$ cat src/sv/edd_pkg.sv
`timescale 1ns / 1ps

package edd_pkg;

    // request codes
    localparam logic [1:0] REQ_LOAD   = 2'd0;
    localparam logic [1:0] REQ_PROC   = 2'd1;
    localparam logic [1:0] REQ_FINISH = 2'd2;

    localparam int CHAR_W = 8;
    localparam int DIST_W = 6;
    localparam logic [DIST_W-1:0] DIST_MAX = 6'd63;

    // control from the sequencer to the row unit
    typedef struct packed {
        logic start;      // begin a row: write entry 0, seed diag and left
        logic issue;      // a read of the next row entry goes out this cycle
        logic first_row;  // no row written yet, entry j reads as j
    } row_ctl_t;

endpackage

$ cat src/sv/edd_pattern_mem.sv
`timescale 1ns / 1ps

module edd_pattern_mem
    import edd_pkg::*;
#(
    parameter int DEPTH = 32,
    parameter int AW    = 5
)
(
    input  logic              clk,
    input  logic              we,
    input  logic [AW-1:0]     waddr,
    input  logic [CHAR_W-1:0] wdata,
    input  logic [AW-1:0]     raddr,
    output logic [CHAR_W-1:0] rdata
);

    logic [CHAR_W-1:0] mem [DEPTH];
    logic [CHAR_W-1:0] rdata_reg;

    // single write port, registered read
    always_ff @(posedge clk)
    begin
        if (we)
        begin
            mem[waddr] <= wdata;
        end
        rdata_reg <= mem[raddr];
    end

    assign rdata = rdata_reg;

endmodule

$ cat src/sv/edd_row_unit.sv
`timescale 1ns / 1ps

module edd_row_unit
    import edd_pkg::*;
#(
    parameter int DEPTH = 33,
    parameter int CW    = 6
)
(
    input  logic              clk,
    input  logic              rst_n,
    input  row_ctl_t          ctl,
    input  logic [CW-1:0]     row_num,
    input  logic [CW-1:0]     rd_addr,
    input  logic [CHAR_W-1:0] ch,
    input  logic [CHAR_W-1:0] pat_q,
    output logic [CW-1:0]     rd_data
);

    logic [CW-1:0] mem [DEPTH];
    logic [CW-1:0] q_reg;
    logic [CW-1:0] diag_reg;
    logic [CW-1:0] diag_next;
    logic [CW-1:0] left_reg;
    logic [CW-1:0] left_next;
    logic          cmp_vld_reg;
    logic [CW-1:0] cmp_idx_reg;
    logic [CW-1:0] up;
    logic [CW:0]   up_p1;
    logic [CW:0]   left_p1;
    logic [CW:0]   sub_cost;
    logic [CW:0]   min_ab;
    logic [CW:0]   min_all;
    logic [CW-1:0] row_num_p1;
    logic          we;
    logic [CW-1:0] waddr;
    logic [CW-1:0] wdata;

    assign row_num_p1 = row_num + CW'(1);

    // recurrence for the entry whose read came back this cycle
    always_comb
    begin
        up       = ctl.first_row ? cmp_idx_reg : q_reg;
        up_p1    = {1'b0, up} + (CW+1)'(1);
        left_p1  = {1'b0, left_reg} + (CW+1)'(1);
        sub_cost = {1'b0, diag_reg} + (CW+1)'(pat_q != ch);
        min_ab   = (up_p1 < left_p1) ? up_p1 : left_p1;
        min_all  = (min_ab < sub_cost) ? min_ab : sub_cost;
    end

    // write port: entry 0 on start, computed entry otherwise
    always_comb
    begin
        we        = ctl.start || cmp_vld_reg;
        waddr     = ctl.start ? '0 : cmp_idx_reg;
        wdata     = ctl.start ? row_num_p1 : min_all[CW-1:0];
        diag_next = diag_reg;
        left_next = left_reg;
        if (ctl.start)
        begin
            diag_next = row_num;
            left_next = row_num_p1;
        end
        else if (cmp_vld_reg)
        begin
            diag_next = up;
            left_next = min_all[CW-1:0];
        end
    end

    // cost row memory
    always_ff @(posedge clk)
    begin
        if (we)
        begin
            mem[waddr] <= wdata;
        end
        q_reg <= mem[rd_addr];
    end

    // read-to-compute alignment
    always_ff @(posedge clk or negedge rst_n)
    begin
        if (!rst_n)
        begin
            cmp_vld_reg <= 1'b0;
        end
        else
        begin
            cmp_vld_reg <= ctl.issue;
        end
    end

    always_ff @(posedge clk)
    begin
        cmp_idx_reg <= rd_addr;
        diag_reg    <= diag_next;
        left_reg    <= left_next;
    end

    assign rd_data = q_reg;

endmodule

$ cat src/sv/edit_distance_engine.sv
`timescale 1ns / 1ps

// Levenshtein edit distance engine. Load requests store first-string bytes
// in a pattern memory; process requests stream second-string bytes, each
// one sweeping the cost row memory one entry per cycle, so a process request
// holds off further requests through the sweep over the P loaded pattern
// characters and a drain step (none when P is zero), bounded by the single
// read and write port of the row memory. A finish request holds off further
// requests until the result register is free, then emits the distance and
// overflow flag and returns the engine to its reset state. Bytes beyond
// MAX_LEN in either string are dropped and set the overflow flag; loads after
// the first processed byte are ignored. No clearing pass is needed after reset.
module edit_distance_engine
    import edd_pkg::*;
#(
    parameter int MAX_LEN = 32
)
(
    input  logic              clk,
    input  logic              rst_n,
    input  logic              req_valid,
    output logic              req_stall,
    input  logic [1:0]        req_type,
    input  logic [CHAR_W-1:0] char_value,
    output logic              result_valid,
    input  logic              result_stall,
    output logic [DIST_W-1:0] distance,
    output logic              overflow
);

    localparam int CW = $clog2(MAX_LEN + 1);
    localparam int PW = (MAX_LEN > 1) ? $clog2(MAX_LEN) : 1;

    localparam logic [1:0] ST_IDLE  = 2'd0;
    localparam logic [1:0] ST_ROW   = 2'd1;
    localparam logic [1:0] ST_DRAIN = 2'd2;
    localparam logic [1:0] ST_FIN   = 2'd3;

    logic [1:0]        state_reg;
    logic [1:0]        state_next;
    logic [CW-1:0]     pc_reg;
    logic [CW-1:0]     pc_next;
    logic [CW-1:0]     tc_reg;
    logic [CW-1:0]     tc_next;
    logic              ovf_reg;
    logic              ovf_next;
    logic [CW-1:0]     rd_idx_reg;
    logic [CW-1:0]     rd_idx_next;
    logic [CHAR_W-1:0] ch_reg;
    logic [CHAR_W-1:0] ch_next;
    logic              res_vld_reg;
    logic              res_vld_next;
    logic [DIST_W-1:0] dist_reg;
    logic [DIST_W-1:0] dist_next;
    logic              res_ovf_reg;
    logic              res_ovf_next;

    logic              req_acc;
    logic              res_free;
    logic              pc_full;
    logic              tc_full;
    logic              pat_we;
    logic [CW-1:0]     rd_idx_m1;
    logic [CW-1:0]     row_rd_addr;
    logic [CW-1:0]     row_q;
    logic [CHAR_W-1:0] pat_q;
    logic [CW-1:0]     fin_cost;
    logic [CW+5:0]     fin_ext;
    row_ctl_t          row_ctl;

    assign req_stall = (state_reg != ST_IDLE);
    assign req_acc   = req_valid && !req_stall;
    assign res_free  = !res_vld_reg || !result_stall;
    assign pc_full   = (pc_reg == CW'(MAX_LEN));
    assign tc_full   = (tc_reg == CW'(MAX_LEN));
    assign rd_idx_m1 = rd_idx_reg - CW'(1);

    // pattern write on an accepted load that fits, before any byte is processed
    assign pat_we = req_acc && (req_type == REQ_LOAD) && (tc_reg == '0) && !pc_full;

    // row reads sweep during a row update, otherwise sit on the final entry
    assign row_rd_addr = (state_reg == ST_ROW) ? rd_idx_reg : pc_reg;

    always_comb
    begin
        row_ctl.start     = req_acc && (req_type == REQ_PROC) && !tc_full;
        row_ctl.issue     = (state_reg == ST_ROW);
        row_ctl.first_row = (tc_reg == '0);
    end

    // distance from the final row entry, saturated to the field
    always_comb
    begin
        fin_cost = (tc_reg == '0) ? pc_reg : row_q;
        fin_ext  = (CW+6)'(fin_cost);
    end

    // sequencer
    always_comb
    begin
        state_next   = state_reg;
        pc_next      = pc_reg;
        tc_next      = tc_reg;
        ovf_next     = ovf_reg;
        rd_idx_next  = rd_idx_reg;
        ch_next      = ch_reg;
        res_vld_next = res_vld_reg && result_stall;
        dist_next    = dist_reg;
        res_ovf_next = res_ovf_reg;
        unique case (state_reg)
            ST_IDLE:
            begin
                if (req_acc)
                begin
                    case (req_type)
                        REQ_LOAD:
                        begin
                            if (tc_reg == '0)
                            begin
                                if (pc_full)
                                begin
                                    ovf_next = 1'b1;
                                end
                                else
                                begin
                                    pc_next = pc_reg + CW'(1);
                                end
                            end
                        end
                        REQ_PROC:
                        begin
                            if (tc_full)
                            begin
                                ovf_next = 1'b1;
                            end
                            else if (pc_reg == '0)
                            begin
                                tc_next = tc_reg + CW'(1);
                            end
                            else
                            begin
                                ch_next     = char_value;
                                rd_idx_next = CW'(1);
                                state_next  = ST_ROW;
                            end
                        end
                        REQ_FINISH:
                        begin
                            state_next = ST_FIN;
                        end
                        default:
                        begin
                        end
                    endcase
                end
            end
            ST_ROW:
            begin
                rd_idx_next = rd_idx_reg + CW'(1);
                if (rd_idx_reg == pc_reg)
                begin
                    state_next = ST_DRAIN;
                end
            end
            ST_DRAIN:
            begin
                tc_next    = tc_reg + CW'(1);
                state_next = ST_IDLE;
            end
            ST_FIN:
            begin
                if (res_free)
                begin
                    res_vld_next = 1'b1;
                    res_ovf_next = ovf_reg;
                    if (fin_ext > (CW+6)'(DIST_MAX))
                    begin
                        dist_next = DIST_MAX;
                    end
                    else
                    begin
                        dist_next = fin_ext[DIST_W-1:0];
                    end
                    pc_next    = '0;
                    tc_next    = '0;
                    ovf_next   = 1'b0;
                    state_next = ST_IDLE;
                end
            end
            default:
            begin
                state_next = ST_IDLE;
            end
        endcase
    end

    // control registers
    always_ff @(posedge clk or negedge rst_n)
    begin
        if (!rst_n)
        begin
            state_reg   <= ST_IDLE;
            pc_reg      <= '0;
            tc_reg      <= '0;
            ovf_reg     <= 1'b0;
            res_vld_reg <= 1'b0;
        end
        else
        begin
            state_reg   <= state_next;
            pc_reg      <= pc_next;
            tc_reg      <= tc_next;
            ovf_reg     <= ovf_next;
            res_vld_reg <= res_vld_next;
        end
    end

    // payload registers
    always_ff @(posedge clk)
    begin
        rd_idx_reg  <= rd_idx_next;
        ch_reg      <= ch_next;
        dist_reg    <= dist_next;
        res_ovf_reg <= res_ovf_next;
    end

    edd_pattern_mem #(
        .DEPTH (MAX_LEN),
        .AW    (PW)
    ) u_pattern_mem (
        .clk   (clk),
        .we    (pat_we),
        .waddr (pc_reg[PW-1:0]),
        .wdata (char_value),
        .raddr (rd_idx_m1[PW-1:0]),
        .rdata (pat_q)
    );

    edd_row_unit #(
        .DEPTH (MAX_LEN + 1),
        .CW    (CW)
    ) u_row_unit (
        .clk     (clk),
        .rst_n   (rst_n),
        .ctl     (row_ctl),
        .row_num (tc_reg),
        .rd_addr (row_rd_addr),
        .ch      (ch_reg),
        .pat_q   (pat_q),
        .rd_data (row_q)
    );

    assign result_valid = res_vld_reg;
    assign distance     = dist_reg;
    assign overflow     = res_ovf_reg;

`ifndef ASSERT_OFF
    // a row sweep only runs over a loaded pattern
    assert property (@(posedge clk) disable iff (!rst_n)
        (state_reg == ST_ROW) |-> (pc_reg != '0))
        else $error("row sweep with empty pattern");

    // counts never pass the string limit
    assert property (@(posedge clk) disable iff (!rst_n)
        (tc_reg <= CW'(MAX_LEN)) && (pc_reg <= CW'(MAX_LEN)))
        else $error("string count beyond limit");

    // a new result only comes out of the finish step
    assert property (@(posedge clk) disable iff (!rst_n)
        $rose(res_vld_reg) |-> ($past(state_reg) == ST_FIN))
        else $error("result outside finish");

    // the sweep ends after the last pattern entry
    assert property (@(posedge clk) disable iff (!rst_n)
        (state_reg == ST_DRAIN) |-> (rd_idx_reg == pc_reg + CW'(1)))
        else $error("row sweep length mismatch");
`endif

endmodule

$ cat config.mk
export PLATFORM = sky130hd
export DESIGN_NAME = edit_distance_engine
export DESIGN_NICKNAME = d
export VERILOG_FILES = /design/src/sv/edd_pkg.sv /design/src/sv/edd_pattern_mem.sv /design/src/sv/edd_row_unit.sv /design/src/sv/edit_distance_engine.sv
export SDC_FILE = /design/constraint.sdc
export NUM_CORES = 1
export LEC_CHECK = 0
export BUFFER_PORTS_ARGS = -buffer_cell sky130_fd_sc_hd__clkbuf_2
export CAP_MARGIN = 20
export CORE_MARGIN = 5
export CORE_UTILIZATION = 40
export DETAILED_ROUTE_END_ITERATION = 7
export GPL_TIMING_DRIVEN = 0
export PLACE_DENSITY = 0.53
export SLEW_MARGIN = 20
export SYNTH_ARGS = -nofsm -noshare
export SYNTH_HDL_FRONTEND = slang
export SYNTH_HIERARCHICAL = 1
export SYNTH_SLANG_ARGS = --single-unit
$ cat constraint.sdc
create_clock -name clk -period 7.9 [get_ports clk]
set_input_delay 1.185 -clock clk [delete_from_list [all_inputs] [get_ports clk]]
set_output_delay 1.185 -clock clk [all_outputs]
set_load 0.01 [all_outputs]
==> flow_summary.ini, run 1 <==
[run_status]
status = finished, final reports clean

[synthesis]
synth.area.top_cells = edfxtp_1 (67%), mux4_2 (13%), dfrtp_1 (2.0%), dfxtp_1 (1.8%), ha_1 (1.5%)
synthesis.area_sq_um = 21800
avgSynthCellArea_sq_um = 18.9
synthCells = 1149
synth_top_area_frac = 0.672
yosysWarnings = 6
ys.flop_type = edfxtp_1
yosysUniqueCellTypes = 68
synth-async-reset-ratio = 0.0324
yosys.area.top_type = edfxtp_1
synth_nets = 1189
synth-edff-count = 487
synth_seq_area_share = 0.710
ys_seq_elements = 524

[worst_setup_path]
cp-end-kind = flop
cp.required_ns = 8.33
arrival_ns = 7.70
crit_fanout = 18
worstSetupStartpointType = flop
critical_path_class = reg -> reg

[timing]
worst_pin_slew_ns = 0.957
rsz0062_at_grt = false
slew_headroom = 0.362
setup_viol = 0
skew_ns = 0.0406
slew_viol_final = 0
hold_violations = 0
min_period_over_period = 0.920
layout_min_cycle_time_ns = 7.27
fmax_ghz = 0.138

[flow_run]
max-cap-violations = 0

[placed_design]
dpl_cell_area_sq_um = 22900
gp_congestion = 0.761
dp.cells = 1878
portBuffers = 22
dp_hpwl_mm = 33.0

[floorplanning]
start_util = 0.404
row_count = 85
die_area_sq_um = 59100
die_w_um = 243
die_height_um = 243
core_area_sq_um = 53800
ioPinCount = 23

[clock_tree]
postCtsHoldBufs = 0
post_cts_resized = 0
post-cts-setup-buffers = 0
clk_pin_slew_ns = 0.06
cts.sinks = 524
tritoncts = done
cts-root-buf = clkbuf_16
worstSkewPairLatency_ns = 0.62
numCtsBuffers = 56
htree_levels = 2
clk_path_buf_depth = 3

[detailed_routing]
wl_per_cell_um = 24.8
vias = 10900
totalWireLength_mm = 49.2
vias_per_cell = 5.48
drc = 0
drt-initial-drc-count = 675
final_antenna_net_count = 0
dr.pass1.iters = 5

[final_layout]
fillCellCount = 4539
drive_gt1_frac = 0.237
regMostFlops = u_pattern_mem/mem
n_antenna_cell = 0
largestRegisters = u_pattern_mem/mem x256, u_row_unit/mem x198
stdcell_count = 1981
layout.nets = 1280
seq_area_sq_um = 15400
largest_register_ffs = 256
syn2layout_area_growth_pct = 14.6
multiInputGateArea_sq_um = 6000
stdcell_area_sq_um = 24900

[global_route]
grt_pass1_vias = 11200
antenna_found_initial = 0
grt_pass1_wl_mm = 73.6
grtUsageTotal = 0.166
grt_overflow = 0
grt_max_degree = 34

[worst_hold_path]
holdCritPathClass = reg -> reg
-- metal layers --
metal  track usage  up-vias  part of all wire
met2         0.242      255              0.44
met3        0.0323       64             0.057
li1              -     4846                 -
met1         0.257     5697              0.48
met4        0.0414        0             0.020
met5             0        -                 0
-- critical path, cell delays in order, from the launching register on --
cell and delay, ns:
dfrtp_1 0.52, inv_1 0.11, ha_1 0.17, or4b_2 0.65, nor2_2 0.44, buf_1 0.46, mux2_2 0.44, ha_1 0.22
xor2_1 0.23, inv_1 0.07, ha_1 0.19, or3_1 0.39, nand2b_1 0.18, a21oi_2 0.37, mux2i_1 0.32, ha_1 0.29
a21oi_1 0.21, o2111ai_1 0.15, a2111o_1 0.42, nand3_2 0.25, mux2i_1 0.18, mux2i_4 0.56, buf_8 0.25
-- final timing paths --
check,cells past startpoint,to,from,slack (ns)
setup / recovery,22,u_row_unit/mem[22][0],tc_reg[0],0.63
hold / removal,2,u_row_unit/rd_data[3],u_row_unit/mem[32][3],0.46
setup reg to reg,22,u_row_unit/mem[22][0],tc_reg[0],0.63
hold reg to reg,2,u_row_unit/rd_data[3],u_row_unit/mem[32][3],0.46
max in group asynchronous,1,u_row_unit/cmp_vld_reg,rst_n,7.02
min in group asynchronous,1,tc_reg[1],rst_n,0.54
-- Yosys cell counts, types with 7 or more instances --
library cell / count
edfxtp_1: 487
mux4_2: 128
nor2_1: 86
nand2_1: 54
ha_1: 26
nand3_1: 25
inv_1: 24
clkbuf_1: 23
mux2i_1: 22
dfxtp_1: 20
mux2_2: 20
xor2_1: 19
a21oi_1: 18
xnor2_1: 18
dfrtp_1: 17
o21ai_0: 13
mux4_1: 12
buf_1: 10
o21ai_1: 10
and3_1: 7
buf_4: 7
o211ai_1: 7
-- final cells by class --
cell class | instances | area share
inverter | 25 | 0.00376
clock inverter | 36 | 0.0204
tap | 696 | 0.0349
multi-input combinational | 549 | 0.241
clock buffer | 67 | 0.0591
timing repair buffer | 33 | 0.0102
buffer | 51 | 0.0112
sequential | 524 | 0.620
-- cell families after synthesis --
| logic type | share of synthesized area |
|---|---|
| xor gates and xnor gates | 0.0149 |
| muxes | 0.168 |
| DFF | 0.710 |
| adders and majority gates | 0.0150 |
| buffers and inverters | 0.0172 |
| and+or+nand+nor | 0.0496 |
| AOI/OAI and AO/OA | 0.0255 |
-- per-stage QoR --
step / hold WS [ns] / worst slack (ns) / utilization / setup TNS [ns]
floorplan: 0.424 / 0.859 / - / 0
global placement: 0.438 / -2.07 / 0.422 / -223.51
detailed placement: 0.440 / 0.628 / 0.426 / 0
CTS: 0.463 / 0.578 / 0.463 / 0
global route: 0.489 / 0.181 / 0.463 / 0
finish: 0.458 / 0.632 / 0.463 / 0
-- cells in the final DEF, fill, tap and decap left out, types with 6 or more instances in the layout --
cell type  count
xor2_1        19
inv_1         24
o21ai_1        9
nand3_1       25
buf_6          7
bufinv_16     11
and3_1         7
buf_1         10
mux2i_1       21
buf_8          6
o21ai_0       13
clkinv_1      10
clkbuf_16     56
nand4_1        6
ha_1          26
mux4_1        12
nand2_1       54
clkinv_2       9
mux2_2        20
clkbuf_2      22
buf_4         10
a21oi_1       18
dfxtp_1       20
dfrtp_1       17
o211ai_1       7
nor2_1        86
edfxtp_1     487
mux4_2       128
clkbuf_1      31
xnor2_1       18
Power of run 1 is not shown: default switching activity piles up to over one toggle a cycle in this logic, so the estimate is an artifact.
==> run 2, diff against run 1 <==
- PLACE_DENSITY: 0.53 -> unset
- PLACE_DENSITY_LB_ADDON: unset -> 0.15
==> run 2 against run 1 <==
  * Worst setup slack lost 0.10 ns
  * Final area fell by 0.78%
  * Global-route usage shrank 0.25 points
  * Routed wire length fell by 1.4%
  * Clock skew shrank 0.0088 ns
  * Utilization fell by 0.36 points
  * Critical path type unchanged
==> flow_summary.ini, run 2 (synthesis gave the netlist of run 1 again) <==
[clock_tree]
cts-root-buf = clkbuf_16
htree_levels = 2
tritoncts = done
clk_path_buf_depth = 3
worstSkewPairLatency_ns = 0.62
numCtsBuffers = 54
post_cts_resized = 0
postCtsHoldBufs = 0
cts.sinks = 524
post-cts-setup-buffers = 0
clk_pin_slew_ns = 0.06

[detailed_routing]
vias = 11000
vias_per_cell = 5.55
drt-initial-drc-count = 918
dr.pass1.iters = 5
drc = 0
final_antenna_net_count = 0
totalWireLength_mm = 48.5
wl_per_cell_um = 24.5

[final_layout]
syn2layout_area_growth_pct = 13.7
fillCellCount = 4591
largest_register_ffs = 256
regMostFlops = u_pattern_mem/mem
drive_gt1_frac = 0.232
n_antenna_cell = 0
layout_commonest_cell = edfxtp_1
seq_area_sq_um = 15400
layout.nets = 1278
multiInputGateArea_sq_um = 6000
final_cell_mix = edfxtp_1 (487), mux4_2 (128), nor2_1 (86)
largestRegisters = u_pattern_mem/mem x256, u_row_unit/mem x198

[timing]
setup_viol = 0
slew_headroom = 0.362
fmax_ghz = 0.136
layout_min_cycle_time_ns = 7.37
skew_ns = 0.0318
hold_ws_ns = 0.452
hold_violations = 0
min_period_over_period = 0.933
slew_viol_final = 0
rsz0062_at_grt = false
worst_pin_slew_ns = 0.955

[global_route]
grt_pass1_wl_mm = 72.3
antenna_found_initial = 1
grtUsageTotal = 0.163
grt_max_degree = 34
grt_pass1_vias = 10900
grt_overflow = 0

[worst_setup_path]
arrival_ns = 7.73
rr_worst_depth = 23
reg2reg_slack_ns = 0.53
cp.required_ns = 8.26
cp-end-kind = flop
startpoint = tc_reg[0]
crit_fanout = 11
worstSetupStartpointType = flop
reg2reg_to = u_row_unit/mem[11][3]
critical_path_class = reg -> reg
crit_end = u_row_unit/mem[11][3]
r2r-start = tc_reg[0]

[floorplanning]
start_util = 0.404
die_area_sq_um = 59100
row_count = 85
ioPinCount = 23
core_area_sq_um = 53800
die_height_um = 243
die_w_um = 243

[worst_hold_path]
holdCritPathClass = reg -> reg

[run_status]
status = finished, final reports clean

[placed_design]
portBuffers = 22
gp_congestion = 0.756
dp_hpwl_mm = 33.0

[flow_run]
max-cap-violations = 0
## run 2: worst min path at each step
stage / start / end / slack (ns) / cells past startpoint
2_1_floorplan: u_row_unit/mem[32][4] / u_row_unit/rd_data[4] / 0.42 / 2
3_3_place_gp: u_row_unit/mem[32][4] / u_row_unit/rd_data[4] / 0.44 / 2
3_5_place_dp: ovf_reg / overflow / 0.44 / 0
4_1_cts: ovf_reg / overflow / 0.45 / 0
5_1_grt: ovf_reg / overflow / 0.47 / 0
6_report: ovf_reg / overflow / 0.45 / 0
## run 2: final cells by class
type	instances	share of cell area
tap	696	0.0352
clock buffer	71	0.0580
timing repair buffer	33	0.0104
buffer	51	0.0113
multi-input combinational	549	0.242
sequential	524	0.625
clock inverter	29	0.0141
inverter	25	0.00379
## run 2: through the flow
stage | instance area (sq um) | setup TNS, ns | utilization | setup slack, ns | std cells
after floorplan | 21800 | 0 | - | 0.859 | 1149
after global placement | 22700 | -218.38 | 0.422 | -1.87 | 1867
after detailed placement | 22900 | 0 | 0.426 | 0.574 | 1878
after CTS | 24700 | 0 | 0.460 | 0.529 | 1978
after global routing | 24700 | 0 | 0.460 | 0.149 | 1978
final | 24700 | 0 | 0.460 | 0.528 | 1978
## run 2: critical path, cell delays in order (launching register included)
cell       delay (ns)
dfrtp_1          0.53
inv_1            0.11
ha_1             0.18
or4b_2           0.66
nor2_2           0.47
buf_1            0.46
mux2_2           0.43
ha_1             0.22
xor2_1           0.25
inv_1            0.07
ha_1             0.19
or3_1            0.39
nand2b_1         0.17
a21oi_2          0.37
mux2i_1          0.34
ha_1             0.30
a21oi_1          0.19
o2111ai_1        0.16
a2111o_1         0.42
nand3_2          0.23
or3_1            0.15
o211ai_1         0.32
buf_6            0.28
buf_4            0.17
## run 2: layer usage
metal / part of all wire / vias up / GRT usage
met5: 0 / - / 0
met4: 0.017 / 0 / 0.0360
met3: 0.067 / 57 / 0.0373
met2: 0.43 / 292 / 0.231
met1: 0.48 / 5787 / 0.258
li1: - / 4842 / -
Power of run 2 is left out for the same reason.
==> run 3, diff against run 2 <==
- clock period: 7.9 -> 7.4 ns (I/O delays scaled with it)
==> run 3 against run 2 <==
  * Die area unchanged
  * Sequential cell count unchanged
  * Sequential share of layout area about the same
  * Clock skew increased by 0.00097 ns
  * Maximum frequency is 5.5% higher
  * Highest routed layer unchanged
==> flow_summary.ini, run 3 (synthesis gave the netlist of run 1 again) <==
[final_layout]
final_cell_mix = edfxtp_1 (487), mux4_2 (128), nor2_1 (86)
syn2layout_area_growth_pct = 13.8
regMostFlops = u_pattern_mem/mem
layout_commonest_cell = edfxtp_1
drive_gt1_frac = 0.232
seq_area_sq_um = 15400
largest_register_ffs = 256
fillCellCount = 4595
multiInputGateArea_sq_um = 6010
stdcell_area_sq_um = 24700
n_antenna_cell = 0
largestRegisters = u_pattern_mem/mem x256, u_row_unit/mem x198
final_core_util = 0.460
layout.nets = 1278

[worst_setup_path]
crit_end = u_row_unit/mem[13][3]
reg2reg_to = u_row_unit/mem[13][3]
crit_family = compound AO/OA/AOI/OAI gates
reg2reg_slack_ns = 0.41
crit_fanout = 11
r2r-start = tc_reg[0]
cpMostUsedCell = ha_1
critical_path_class = reg -> reg
cpMaxStageDelayCell = or4b_2
cp_num_buf_inv = 5
cp_num_cells = 24
cp.required_ns = 7.77
cp-end-kind = flop
worstSetupStartpointType = flop
arrival_ns = 7.35
slowest_delay_ns = 0.67
rr_worst_depth = 24
crit_chain = inv_1 > ha_1 > or4b_2 > nor2_4 > clkbuf_2 > mux2_2 > ha_1 > o21ai_1 > xnor2_1 > inv_1 > ha_1 > nand4_1 > a21oi_1 > a21oi_4 > o21ai_0 > ha_1 > a21oi_1 > o2111ai_1 > a2111o_1 > nand3_2 > or3_1 > o211ai_1 > buf_6 > buf_4
startpoint = tc_reg[0]

[timing]
slew_headroom = 0.349
hold_ws_ns = 0.445
hold_violations = 0
min_period_over_period = 0.944
rsz0062_at_grt = false
layout_min_cycle_time_ns = 6.99
finalSetupTns_ns = 0
skew_ns = 0.0328
worst_pin_slew_ns = 0.975
slew_viol_final = 0
fmax_ghz = 0.143
setup_viol = 0

[detailed_routing]
totalWireLength_mm = 48.6
drc = 0
drt-initial-drc-count = 893
dr.pass1.iters = 5
final_antenna_net_count = 0
wl_per_cell_um = 24.6
vias = 11000
vias_per_cell = 5.54

[global_route]
grt_overflow = 0
grt_pass1_wl_mm = 72.3
grt_pass1_vias = 10900
grtUsageTotal = 0.163
grt_max_degree = 34
antenna_found_initial = 1

[clock_tree]
worstSkewPairLatency_ns = 0.62
htree_levels = 2
clk_pin_slew_ns = 0.07
numCtsBuffers = 54
tritoncts = done
cts-root-buf = clkbuf_16
cts.sinks = 524
postCtsHoldBufs = 0
clk_path_buf_depth = 3

[floorplanning]
start_util = 0.404
die_area_sq_um = 59100
die_height_um = 243
die_w_um = 243
row_count = 85
ioPinCount = 23
core_area_sq_um = 53800

[placed_design]
gp_congestion = 0.756
portBuffers = 22
dpl_cell_area_sq_um = 22900
dp_hpwl_mm = 33.0

[run_status]
status = finished, final reports clean

[worst_hold_path]
holdCritPathClass = in -> async

[flow_run]
max-cap-violations = 0
[run 3: layout make-up]
| class | instances | share of cell area |
|---|---|---|
| Sequential cell | 524 | 0.624 |
| Multi-Input combinational cell | 549 | 0.243 |
| Clock buffer | 71 | 0.0580 |
| Tap cell | 696 | 0.0352 |
| Clock inverter | 29 | 0.0141 |
| Buffer | 51 | 0.0114 |
| Timing Repair Buffer | 33 | 0.0104 |
| Inverter | 25 | 0.00379 |
[run 3: worst min-delay path by stage]
| stage | endpoint | cells after the start |
|---|---|---|
| CTS | tc_reg[4] | 1 |
| global placement | u_row_unit/rd_data[4] | 2 |
| global route | state_reg[1] | 1 |
| floorplan | u_row_unit/rd_data[4] | 2 |
| finish | tc_reg[5] | 1 |
| detailed placement | overflow | 0 |
[run 3: per-stage QoR]
stage | worst slack, ns | instances
after floorplan | 0.359 | 1149
after global placement | -2.37 | 1867
after detailed placement | 0.0738 | 1878
after CTS | 0.0287 | 1978
after global routing | 0.0617 | 1978
final | 0.414 | 1978
[run 3: per-layer routing]
layer	vias up	part of all wire	GRT usage	routed length [um]
li1	4839	-	-	-
met1	5779	0.49	0.258	23700
met2	290	0.43	0.231	21100
met3	59	0.063	0.0373	3060
met4	0	0.018	0.0360	879
met5	-	0	0	0
[run 3: timing repair]
item,CTS,global route
endpoints found under the setup margin,0,163
gates resized for setup,0,3
setup buffers,0,0
hold endpoints to repair,0,0
Power of run 3 is left out for the same reason.
